### config.mk
export PLATFORM = sky130hd
export DESIGN_NAME = animation_frame_sequencer
export DESIGN_NICKNAME = d
export VERILOG_FILES = /design/src/hw/rtl/afs_pkg.sv /design/src/hw/rtl/afs_mod.sv /design/src/hw/rtl/animation_frame_sequencer.sv
export SDC_FILE = /design/constraint.sdc
export NUM_CORES = 2
export LEC_CHECK = 0
export BUFFER_PORTS_ARGS = -buffer_cell sky130_fd_sc_hd__buf_4
export CELL_PAD_IN_SITES_DETAIL_PLACEMENT = 0
export CELL_PAD_IN_SITES_GLOBAL_PLACEMENT = 1
export CORE_MARGIN = 4
export CORE_UTILIZATION = 30
export DETAILED_ROUTE_END_ITERATION = 10
export PLACE_DENSITY = 0.5
export SETUP_SLACK_MARGIN = 0.5
export SKIP_CTS_REPAIR_TIMING = 1
export SLEW_MARGIN = 20
export SYNTH_ARGS = -nofsm -noshare
export SYNTH_HDL_FRONTEND = slang
export SYNTH_SLANG_ARGS = --single-unit
export TNS_END_PERCENT = 30
### constraint.sdc
create_clock -name clk -period 8.48 [get_ports clk]
set_input_delay 0.424 -clock clk [delete_from_list [all_inputs] [get_ports clk]]
set_output_delay 0.424 -clock clk [all_outputs]
set_load 0.005 [all_outputs]
### src/hw/rtl/afs_pkg.sv
// Shared codes, widths and defaults for the animation frame sequencer.
package afs_pkg;

    // Request codes carried by req_type
    localparam int REQ_W = 3;
    localparam logic [REQ_W-1:0] REQ_TICK  = 3'd0;
    localparam logic [REQ_W-1:0] REQ_PLAY  = 3'd1;
    localparam logic [REQ_W-1:0] REQ_STOP  = 3'd2;
    localparam logic [REQ_W-1:0] REQ_JUMP  = 3'd3;
    localparam logic [REQ_W-1:0] REQ_WRITE = 3'd4;

    // Configuration register indexes
    localparam int CFG_IDX_W  = 2;
    localparam int CFG_DATA_W = 13;
    localparam logic [CFG_IDX_W-1:0] CFG_PLAY_SPEED  = 2'd0;
    localparam logic [CFG_IDX_W-1:0] CFG_LOOP_ENABLE = 2'd1;
    localparam logic [CFG_IDX_W-1:0] CFG_FRAME_COUNT = 2'd2;

    // Speed format: signed Q4.8
    localparam int SPEED_W   = 13;
    localparam int FRAC_BITS = 8;
    localparam logic [SPEED_W-1:0] SPEED_RESET = 13'd256;

    // Defaults for the top-level parameters
    localparam int DEF_MAX_FRAMES = 64;
    localparam int DEF_TIME_BITS  = 24;

endpackage

### src/hw/rtl/afs_mod.sv
// Restoring remainder unit: one dividend bit per cycle.
module afs_mod #(
    parameter int DVD_W = 37,
    parameter int DVS_W = 39
) (
    input  logic             clk,
    input  logic             rst_n,
    input  logic             start,
    input  logic [DVD_W-1:0] dividend,
    input  logic [DVS_W-1:0] divisor,
    output logic             done,
    output logic [DVS_W-1:0] remainder
);

    localparam int CW = $clog2(DVD_W + 1);

    logic             busy_reg, busy_next;
    logic             done_reg, done_next;
    logic [CW-1:0]    cnt_reg, cnt_next;
    logic [DVD_W-1:0] dvd_reg, dvd_next;
    logic [DVS_W-1:0] rem_reg, rem_next;
    logic [DVS_W:0]   shifted;
    logic [DVS_W:0]   diff;
    logic             fits;

    // Shift in the next dividend bit and trial-subtract the divisor
    always_comb
    begin
        shifted = {rem_reg, dvd_reg[DVD_W-1]};
        diff    = shifted - {1'b0, divisor};
        fits    = (shifted >= {1'b0, divisor});
    end

    // Sequence the iterations
    always_comb
    begin
        busy_next = busy_reg;
        done_next = 1'b0;
        cnt_next  = cnt_reg;
        dvd_next  = dvd_reg;
        rem_next  = rem_reg;
        if (start)
        begin
            busy_next = 1'b1;
            cnt_next  = CW'(DVD_W);
            dvd_next  = dividend;
            rem_next  = '0;
        end
        else if (busy_reg)
        begin
            dvd_next = {dvd_reg[DVD_W-2:0], 1'b0};
            rem_next = fits ? diff[DVS_W-1:0] : shifted[DVS_W-1:0];
            cnt_next = cnt_reg - CW'(1);
            if (cnt_reg == CW'(1))
            begin
                busy_next = 1'b0;
                done_next = 1'b1;
            end
        end
    end

    // Control registers
    always_ff @(posedge clk or negedge rst_n)
    begin
        if (!rst_n)
        begin
            busy_reg <= 1'b0;
            done_reg <= 1'b0;
            cnt_reg  <= '0;
        end
        else
        begin
            busy_reg <= busy_next;
            done_reg <= done_next;
            cnt_reg  <= cnt_next;
        end
    end

    // Datapath registers
    always_ff @(posedge clk)
    begin
        dvd_reg <= dvd_next;
        rem_reg <= rem_next;
    end

    assign done      = done_reg;
    assign remainder = rem_reg;

endmodule

### src/hw/rtl/animation_frame_sequencer.sv
// Top level of the animation frame sequencer: duration table, playback state and control.
//
//   channel | direction | handshake            | payload
//   --------+-----------+----------------------+-----------------------------------------------
//   cfg     | in        | cfg_valid/cfg_ready  | cfg_index, cfg_data
//   in      | in        | in_valid/in_ready    | req_type, delta_time, restart, target_frame,
//           |           |                      | jump_time, use_frame_time, frame_duration
//   out     | out       | out_valid/out_ready  | frame_index, frame_updated, playing
//
// Steps per item: stop, write, unknown and idle tick finish in the idle state; play and jump
// from the table read it in S_LOAD; a tick scales (S_MUL) and subtracts (S_SUB), then per frame
// boundary crossed reads the table once (S_STEP, S_ADD), or stops at the end. A looping overrun
// sweeps the table (S_SUM), then runs the remainder unit when it exceeds one whole pass. Reset
// clears control and configuration registers, not payload registers or the table, which is
// undefined until written. A result not yet taken holds in_ready low; cfg_ready stays high.
module animation_frame_sequencer #(
    parameter int MAX_FRAMES = afs_pkg::DEF_MAX_FRAMES,
    parameter int TIME_BITS  = afs_pkg::DEF_TIME_BITS
) (
    input  logic                          clk,
    input  logic                          rst_n,
    input  logic                          cfg_valid,
    output logic                          cfg_ready,
    input  logic [afs_pkg::CFG_IDX_W-1:0]  cfg_index,
    input  logic [afs_pkg::CFG_DATA_W-1:0] cfg_data,
    input  logic                          in_valid,
    output logic                          in_ready,
    input  logic [afs_pkg::REQ_W-1:0]      req_type,
    input  logic [TIME_BITS-1:0]           delta_time,
    input  logic                          restart,
    input  logic [$clog2(MAX_FRAMES)-1:0]  target_frame,
    input  logic [TIME_BITS-1:0]           jump_time,
    input  logic                          use_frame_time,
    input  logic [TIME_BITS-1:0]           frame_duration,
    output logic                          out_valid,
    input  logic                          out_ready,
    output logic [$clog2(MAX_FRAMES)-1:0]  frame_index,
    output logic                          frame_updated,
    output logic                          playing
);

    import afs_pkg::*;

    localparam int FW     = $clog2(MAX_FRAMES);
    localparam int CNT_W  = $clog2(MAX_FRAMES + 1);
    localparam int PROD_W = TIME_BITS + SPEED_W;
    localparam int TL_W   = PROD_W + 1;
    localparam int TOT_W  = TIME_BITS + FRAC_BITS + CNT_W;
    localparam int DVD_W  = TL_W - 1;
    localparam int CMP_W  = (TOT_W > TL_W) ? TOT_W : TL_W;
    localparam logic [CNT_W-1:0] MAX_CNT = CNT_W'(MAX_FRAMES);

    // Sequencer states
    localparam int ST_W = 4;
    localparam logic [ST_W-1:0] S_IDLE = 4'd0;
    localparam logic [ST_W-1:0] S_LOAD = 4'd1;
    localparam logic [ST_W-1:0] S_MUL  = 4'd2;
    localparam logic [ST_W-1:0] S_SUB  = 4'd3;
    localparam logic [ST_W-1:0] S_SUM  = 4'd4;
    localparam logic [ST_W-1:0] S_WRAP = 4'd5;
    localparam logic [ST_W-1:0] S_MOD  = 4'd6;
    localparam logic [ST_W-1:0] S_STEP = 4'd7;
    localparam logic [ST_W-1:0] S_ADD  = 4'd8;

    // Configuration registers
    logic [SPEED_W-1:0] speed_reg;
    logic               loop_reg;
    logic [CNT_W-1:0]   fcount_reg;

    // Control state
    logic [ST_W-1:0]  state_reg, state_next;
    logic [FW-1:0]    cur_frame_reg, cur_frame_next;
    logic [TL_W-1:0]  tl_reg, tl_next;
    logic             active_reg, active_next;
    logic             sweep_vld_reg, sweep_vld_next;
    logic             out_valid_reg, out_valid_next;

    // Payload state
    logic [TIME_BITS-1:0] delta_reg, delta_next;
    logic [PROD_W-1:0]    prod_reg, prod_next;
    logic [TOT_W-1:0]     sum_reg, sum_next;
    logic [CNT_W-1:0]     sweep_idx_reg, sweep_idx_next;
    logic [FW-1:0]        out_frame_reg, out_frame_next;
    logic                 out_upd_reg, out_upd_next;
    logic                 out_play_reg, out_play_next;

    // Duration table
    logic [TIME_BITS-1:0] dur_mem [MAX_FRAMES];
    logic [TIME_BITS-1:0] rd_data_reg;
    logic                 rd_en;
    logic [FW-1:0]        rd_addr;
    logic                 wr_en;
    logic [TIME_BITS-1:0] wr_data;

    // Derived values
    logic                 in_fire;
    logic [CNT_W-1:0]     n_eff;
    logic [FW-1:0]        last_frame;
    logic [FW-1:0]        cur_clamped;
    logic [FW-1:0]        tgt_clamped;
    logic [FW-1:0]        play_frame;
    logic [SPEED_W-1:0]   speed_mag;
    logic [TL_W-1:0]      tl_sub;
    logic [TL_W-1:0]      tl_add;
    logic [TL_W-1:0]      m_mag;
    logic                 m_gt_sum;
    logic [FW-1:0]        step_frame;
    logic                 step_wrap;
    logic                 res_fire;
    logic                 res_upd;

    // Remainder unit
    logic                 mod_start;
    logic [DVD_W-1:0]     mod_dvd;
    logic                 mod_done;
    logic [TOT_W-1:0]     mod_rem;

    afs_mod #(
        .DVD_W (DVD_W),
        .DVS_W (TOT_W)
    ) u_mod (
        .clk       (clk),
        .rst_n     (rst_n),
        .start     (mod_start),
        .dividend  (mod_dvd),
        .divisor   (sum_reg),
        .done      (mod_done),
        .remainder (mod_rem)
    );

    // Take configuration writes at any time
    assign cfg_ready = 1'b1;

    always_ff @(posedge clk or negedge rst_n)
    begin
        if (!rst_n)
        begin
            speed_reg  <= SPEED_RESET;
            loop_reg   <= 1'b0;
            fcount_reg <= CNT_W'(1);
        end
        else if (cfg_valid)
        begin
            unique case (cfg_index)
                CFG_PLAY_SPEED:  speed_reg  <= cfg_data[SPEED_W-1:0];
                CFG_LOOP_ENABLE: loop_reg   <= cfg_data[0];
                CFG_FRAME_COUNT: fcount_reg <= cfg_data[CNT_W-1:0];
                default:         ;
            endcase
        end
    end

    // Clamp the frame count and frames into the sequence
    always_comb
    begin
        if (fcount_reg == '0)
            n_eff = CNT_W'(1);
        else if (fcount_reg > MAX_CNT)
            n_eff = MAX_CNT;
        else
            n_eff = fcount_reg;
        last_frame  = FW'(n_eff - CNT_W'(1));
        cur_clamped = (cur_frame_reg > last_frame) ? last_frame : cur_frame_reg;
        tgt_clamped = (target_frame > last_frame) ? last_frame : target_frame;
        play_frame  = restart ? '0 : cur_clamped;
    end

    // Arithmetic on the remaining time
    always_comb
    begin
        speed_mag = speed_reg[SPEED_W-1] ? (SPEED_W'(0) - speed_reg) : speed_reg;
        tl_sub    = tl_reg - TL_W'(prod_reg);
        tl_add    = tl_reg + TL_W'({rd_data_reg, {FRAC_BITS{1'b0}}});
        m_mag     = TL_W'(0) - tl_reg;
        m_gt_sum  = CMP_W'(m_mag) > CMP_W'(sum_reg);
        mod_dvd   = DVD_W'(m_mag - TL_W'(1));
    end

    // Next frame in the playing direction
    always_comb
    begin
        step_wrap  = 1'b0;
        step_frame = cur_frame_reg;
        if (!speed_reg[SPEED_W-1])
        begin
            if (cur_frame_reg >= last_frame)
            begin
                step_wrap  = 1'b1;
                step_frame = '0;
            end
            else
            begin
                step_frame = cur_frame_reg + FW'(1);
            end
        end
        else
        begin
            if (cur_frame_reg == '0)
            begin
                step_wrap  = 1'b1;
                step_frame = last_frame;
            end
            else
            begin
                step_frame = cur_frame_reg - FW'(1);
            end
        end
    end

    // Accept only when idle and the result slot is free or draining
    assign in_ready = (state_reg == S_IDLE) && (!out_valid_reg || out_ready);
    assign in_fire  = in_valid && in_ready;
    assign wr_data  = (frame_duration == '0) ? TIME_BITS'(1) : frame_duration;

    // Sequencer
    always_comb
    begin
        state_next     = state_reg;
        cur_frame_next = cur_frame_reg;
        tl_next        = tl_reg;
        active_next    = active_reg;
        sweep_vld_next = 1'b0;
        delta_next     = delta_reg;
        prod_next      = prod_reg;
        sum_next       = sum_reg;
        sweep_idx_next = sweep_idx_reg;
        rd_en          = 1'b0;
        rd_addr        = cur_frame_reg;
        wr_en          = 1'b0;
        mod_start      = 1'b0;
        res_fire       = 1'b0;
        res_upd        = 1'b0;

        unique case (state_reg)
            S_IDLE:
            begin
                if (in_fire)
                begin
                    unique case (req_type)
                        REQ_TICK:
                        begin
                            if (!active_reg)
                            begin
                                res_fire = 1'b1;
                            end
                            else
                            begin
                                cur_frame_next = cur_clamped;
                                delta_next     = delta_time;
                                state_next     = S_MUL;
                            end
                        end
                        REQ_PLAY:
                        begin
                            cur_frame_next = play_frame;
                            rd_en          = 1'b1;
                            rd_addr        = play_frame;
                            active_next    = 1'b1;
                            state_next     = S_LOAD;
                        end
                        REQ_STOP:
                        begin
                            active_next = 1'b0;
                            res_fire    = 1'b1;
                        end
                        REQ_JUMP:
                        begin
                            cur_frame_next = tgt_clamped;
                            if (use_frame_time)
                            begin
                                rd_en      = 1'b1;
                                rd_addr    = tgt_clamped;
                                state_next = S_LOAD;
                            end
                            else
                            begin
                                tl_next  = TL_W'({jump_time, {FRAC_BITS{1'b0}}});
                                res_fire = 1'b1;
                                res_upd  = 1'b1;
                            end
                        end
                        REQ_WRITE:
                        begin
                            wr_en    = (CNT_W'(target_frame) < MAX_CNT);
                            res_fire = 1'b1;
                        end
                        default:
                        begin
                            res_fire = 1'b1;
                        end
                    endcase
                end
            end
            // Load the frame's own duration
            S_LOAD:
            begin
                tl_next    = TL_W'({rd_data_reg, {FRAC_BITS{1'b0}}});
                res_fire   = 1'b1;
                res_upd    = 1'b1;
                state_next = S_IDLE;
            end
            // Scale the elapsed time by the speed magnitude
            S_MUL:
            begin
                prod_next  = PROD_W'(speed_mag) * PROD_W'(delta_reg);
                state_next = S_SUB;
            end
            // Take the scaled time off and decide how to go on
            S_SUB:
            begin
                tl_next = tl_sub;
                priority if (!tl_sub[TL_W-1] && (tl_sub != '0))
                begin
                    res_fire   = 1'b1;
                    state_next = S_IDLE;
                end
                else if (tl_sub == '0)
                begin
                    res_fire   = 1'b1;
                    res_upd    = 1'b1;
                    state_next = S_IDLE;
                end
                else if (loop_reg)
                begin
                    sum_next       = '0;
                    sweep_idx_next = '0;
                    state_next     = S_SUM;
                end
                else
                begin
                    state_next = S_STEP;
                end
            end
            // Sweep the table to total one whole pass
            S_SUM:
            begin
                if (sweep_vld_reg)
                    sum_next = sum_reg + TOT_W'({rd_data_reg, {FRAC_BITS{1'b0}}});
                if (sweep_idx_reg < n_eff)
                begin
                    rd_en          = 1'b1;
                    rd_addr        = sweep_idx_reg[FW-1:0];
                    sweep_idx_next = sweep_idx_reg + CNT_W'(1);
                    sweep_vld_next = 1'b1;
                end
                else if (!sweep_vld_reg)
                begin
                    state_next = S_WRAP;
                end
            end
            // Drop whole passes when the overrun exceeds one; a zero pass total ends at zero time
            S_WRAP:
            begin
                priority if (sum_reg == '0)
                begin
                    tl_next    = '0;
                    res_fire   = 1'b1;
                    res_upd    = 1'b1;
                    state_next = S_IDLE;
                end
                else if (m_gt_sum)
                begin
                    mod_start  = 1'b1;
                    state_next = S_MOD;
                end
                else
                begin
                    state_next = S_STEP;
                end
            end
            // Wait for the remainder of the overrun
            S_MOD:
            begin
                if (mod_done)
                begin
                    tl_next    = TL_W'(0) - (TL_W'(mod_rem) + TL_W'(1));
                    state_next = S_STEP;
                end
            end
            // Advance one frame, or stop at the sequence end
            S_STEP:
            begin
                if (step_wrap && !loop_reg)
                begin
                    active_next = 1'b0;
                    res_fire    = 1'b1;
                    state_next  = S_IDLE;
                end
                else
                begin
                    cur_frame_next = step_frame;
                    rd_en          = 1'b1;
                    rd_addr        = step_frame;
                    state_next     = S_ADD;
                end
            end
            // Add the entered frame's duration
            S_ADD:
            begin
                tl_next = tl_add;
                if (tl_add[TL_W-1])
                begin
                    state_next = S_STEP;
                end
                else
                begin
                    res_fire   = 1'b1;
                    res_upd    = 1'b1;
                    state_next = S_IDLE;
                end
            end
            default:
            begin
                state_next = S_IDLE;
            end
        endcase
    end

    // Result register: hold until taken, load on a finished item
    always_comb
    begin
        out_valid_next = out_valid_reg && !out_ready;
        out_frame_next = out_frame_reg;
        out_upd_next   = out_upd_reg;
        out_play_next  = out_play_reg;
        if (res_fire)
        begin
            out_valid_next = 1'b1;
            out_frame_next = cur_frame_next;
            out_upd_next   = res_upd;
            out_play_next  = active_next;
        end
    end

    // Control registers
    always_ff @(posedge clk or negedge rst_n)
    begin
        if (!rst_n)
        begin
            state_reg     <= S_IDLE;
            cur_frame_reg <= '0;
            tl_reg        <= '0;
            active_reg    <= 1'b0;
            sweep_vld_reg <= 1'b0;
            out_valid_reg <= 1'b0;
        end
        else
        begin
            state_reg     <= state_next;
            cur_frame_reg <= cur_frame_next;
            tl_reg        <= tl_next;
            active_reg    <= active_next;
            sweep_vld_reg <= sweep_vld_next;
            out_valid_reg <= out_valid_next;
        end
    end

    // Payload registers
    always_ff @(posedge clk)
    begin
        delta_reg     <= delta_next;
        prod_reg      <= prod_next;
        sum_reg       <= sum_next;
        sweep_idx_reg <= sweep_idx_next;
        out_frame_reg <= out_frame_next;
        out_upd_reg   <= out_upd_next;
        out_play_reg  <= out_play_next;
    end

    // Duration table with registered read
    always_ff @(posedge clk)
    begin
        if (wr_en)
            dur_mem[target_frame] <= wr_data;
        if (rd_en)
            rd_data_reg <= dur_mem[rd_addr];
    end

    assign out_valid     = out_valid_reg;
    assign frame_index   = out_frame_reg;
    assign frame_updated = out_upd_reg;
    assign playing       = out_play_reg;

    // No result waits while an item is still in progress
    a_busy_no_result: assert property (@(posedge clk) disable iff (!rst_n)
        (state_reg != S_IDLE) |-> !out_valid_reg)
        else $error("result pending while an item is in progress");

    // Active playback never rests with a negative remaining time
    a_idle_time_nonneg: assert property (@(posedge clk) disable iff (!rst_n)
        ((state_reg == S_IDLE) && active_reg) |-> !tl_reg[TL_W-1])
        else $error("negative remaining time while playing and idle");

    // Frame stepping only happens with time still owed
    a_step_negative: assert property (@(posedge clk) disable iff (!rst_n)
        (state_reg == S_STEP) |-> tl_reg[TL_W-1])
        else $error("frame step with non-negative remaining time");

    // The remainder unit finishes only while it is awaited
    a_mod_done_state: assert property (@(posedge clk) disable iff (!rst_n)
        mod_done |-> (state_reg == S_MOD))
        else $error("remainder finished outside its wait state");

    // The remainder is below one whole pass
    a_mod_rem_range: assert property (@(posedge clk) disable iff (!rst_n)
        mod_done |-> (mod_rem < sum_reg))
        else $error("remainder not below the pass total");

endmodule

==> impl_results.md <==
* Die footprint at 311,000 sq um
* R2R setup slack at 0.85 ns
* Clk pin slew, worst setup/hold paths at 0.06 ns
* Clock root buffer: clkbuf_16
* Synthesized area at 90,600 sq um
* Tmin final at 7.63 ns
* Total Power at 45.5 mW
* Worst reg2reg path endpoint: prod_reg[35]
* Via count at 60,700
* GPL Wtd Cong at 0.826
* TritonCTS clock tree: yes
* WS Path Type: reg2reg
* WP data arrival at 8.20 ns
* Final worst-path cycle share at 0.900
* VDD IR-drop max at 0.718 mV
* Post-Layout Cell Count at 12,000
* Flops & latches, synth at 1,823
* Clock latency on the worst-skew pair at 0.90 ns
* Site row count at 201
* Placed cells at 11,500
* WP data required at 9.05 ns
* DRT iter0 DRCs at 4,785
* Adder-Cell Fraction of Synth Area at 0.0894
* RSZ-0062 raised after global routing: false
* Setup Skew at 0.0993 ns
* Multiplexer share of the synthesized area at 0.0299
* Pleak at 38.2 nW
* Most frequent cell after synthesis: edfxtp_1
* Max-slew headroom at 0.266
* Global-route wire length before repair at 434,000 um
* Detailed placement HPWL at 193,000 um
* Outcome: completed
* Gr usage total at 0.190
* Largest cells by area after synthesis: edfxtp_1, nand2_1, fa_1
* Setup TNS at 0 ns
* Initial core utilization at 0.302
* Final hold slack at 0.0213 ns
* R2R cell count at 26
* Worst path slowest cell: or4_1
* Final Hold Fails at 0
* Longest Clk Path Bufs at 4
* # H-tree levels at 4
* Crit-path max cell delay at 0.59 ns
* Max-slew violation count at 0
* # DRC at 0
* Min-Delay Path Class: in2reg
* Worst Max-Slew Pin Slew at 1.10 ns
* Mapped Cells at 7,696
* Height of the die at 557 um
* Routed WL per cell at 25.2 um
* Worst setup SP type: flop
* I/O pin total at 114
* DRT Pass-1 Iters at 6
* Simple-gate portion of the synthesized area at 0.158
* WHS Endpoint: tl_reg[27]
* CP endpoint kind: flop
* Cell mode on critical path: fa_1
* Ys flop type: edfxtp_1
* HP Start: jump_time[19]
* Pin count of the biggest net entering global routing at 144
* Syn_nets at 8,299
* Synth-to-Final Area Change at 15.0%
* Final Setup Violations at 0
* Clock sinks at 1,823
* FF-to-FF Start: speed_reg[4]
* Detail Route Antenna Nets at 0
* Layout cells sized above 1 at 0.104
* Num CTS Buffers at 211
* Largest family of logic cells by synthesized area: simple AND/OR/NAND/NOR gates
* NumNets Final at 8,446
* Core Footprint at 300,000 sq um
* Register area share after synthesis at 0.596
* Synthesized area per cell at 11.8 sq um
* Yosys cell types at 97
* Warnings from Yosys at 0
* Crit Path Max Fanout at 16
* Largest register FFs at 1,536
* Chip Width at 557 um
* # port buffers at 112
* Hold path depth at 3
* Max cap viols at 0
* Vias in the first global route at 60,000
* Post-synth EDFFs at 1,704
* Synth cell count leaders: edfxtp_1, nand2_1, nand3_1
* Compound-cell area share of the yosys netlist at 0.0718
* FMAX at 0.131 GHz
* Share of the synthesized area in the top cell type at 0.565
* Post-synth top area cell: edfxtp_1
* Vias per cell at 5.06
* XOR/XNOR Fraction of Synth Area at 0.0198
* Pwr dens at 437 nW/um^2
* Wirelength, routed at 302,000 um
* GRT overflow at 0
* Initial antenna violation count at 22
* Ys async rst share at 0.0439
-- through the flow --
stage	utilization	setup WS (ns)	cell area [sq um]
3_3_place_gp	0.322	0.476	96800
2_1_floorplan	-	1.27	90600
4_1_cts	0.345	0.455	104000
6_report	0.347	0.848	104000
5_1_grt	0.347	0.475	104000
3_5_place_dp	0.323	0.463	96900
-- cells by family (layout without fill, tap and decap cells) --
logic type,after synthesis,in the layout
buffers and inverters,820,1138
xor gates and xnor gates,205,205
other,1,11
DFF,1823,1823
and+or+nand+nor,3148,3148
adders and majority gates,500,500
AOI/OAI and AO/OA,991,991
muxes,208,208
-- worst max-delay path by stage --
| stage | startpoint | end | slack [ns] | cells after the start |
|---|---|---|---|---|
| floorplan | speed_reg[4] | prod_reg[35] | 1.27 | 27 |
| global placement | speed_reg[4] | prod_reg[36] | 0.48 | 27 |
| detailed placement | speed_reg[4] | prod_reg[36] | 0.46 | 27 |
| CTS | speed_reg[4] | prod_reg[36] | 0.45 | 27 |
| global route | speed_reg[4] | prod_reg[35] | 0.48 | 26 |
| finish | speed_reg[4] | prod_reg[35] | 0.85 | 26 |
-- power by group --
part | internal [mW] | switching [mW]
sequential | 11.1 | 0.808
clock | 5.12 | 3.81
combinational | 9.37 | 15.3
-- layer usage --
layer  track usage  vias to the layer above  part of all wire
met1         0.245                    31100              0.42
met5             0                        -                 0
met2         0.340                     1244              0.51
li1              -                    28000                 -
met4        0.0461                        0             0.024
met3        0.0201                      342             0.039
-- layout make-up --
type | count | area [sq um]
tap | 3958 | 4950
inverter | 395 | 1480
sequential | 1823 | 54000
clock inverter | 123 | 1100
antenna | 10 | 25.0
multi-input combinational | 5053 | 34000
fill | 29800 | 196000
timing repair buffer | 359 | 3120
clock buffer | 261 | 5570
-- critical path: cells and delay by family (launching register included) --
| kind | cells | cell delay (ns) |
|---|---|---|
| XOR/XNOR | 2 | 0.35 |
| adder cells (fa/ha/maj) | 6 | 2.79 |
| AO/OA/AOI/OAI | 8 | 2.03 |
| buffers and inverters | 4 | 0.20 |
| flip-flops | 1 | 0.44 |
| AND/OR/NAND/NOR | 6 | 1.58 |
-- cell usage in the layout, fill, tap and decap left out, types with 69 or more instances in the layout --
cell type	Yosys	final
a21o_1	69	69
fa_1	245	245
nand4_1	121	121
and3_1	89	86
nor2_1	379	309
and2_1	143	141
nand3_1	583	583
nor3_1	72	69
mux2i_1	137	137
xor2_1	77	76
ha_1	255	255
o21ai_0	200	197
edfxtp_1	1704	1704
xnor2_1	128	119
a31oi_1	75	75
buf_4	5	282
a21oi_1	250	249
dfrtp_1	78	77
nand2_1	1523	1521
inv_1	394	394
clkbuf_16	0	214
(Power assumes the default switching activity.)
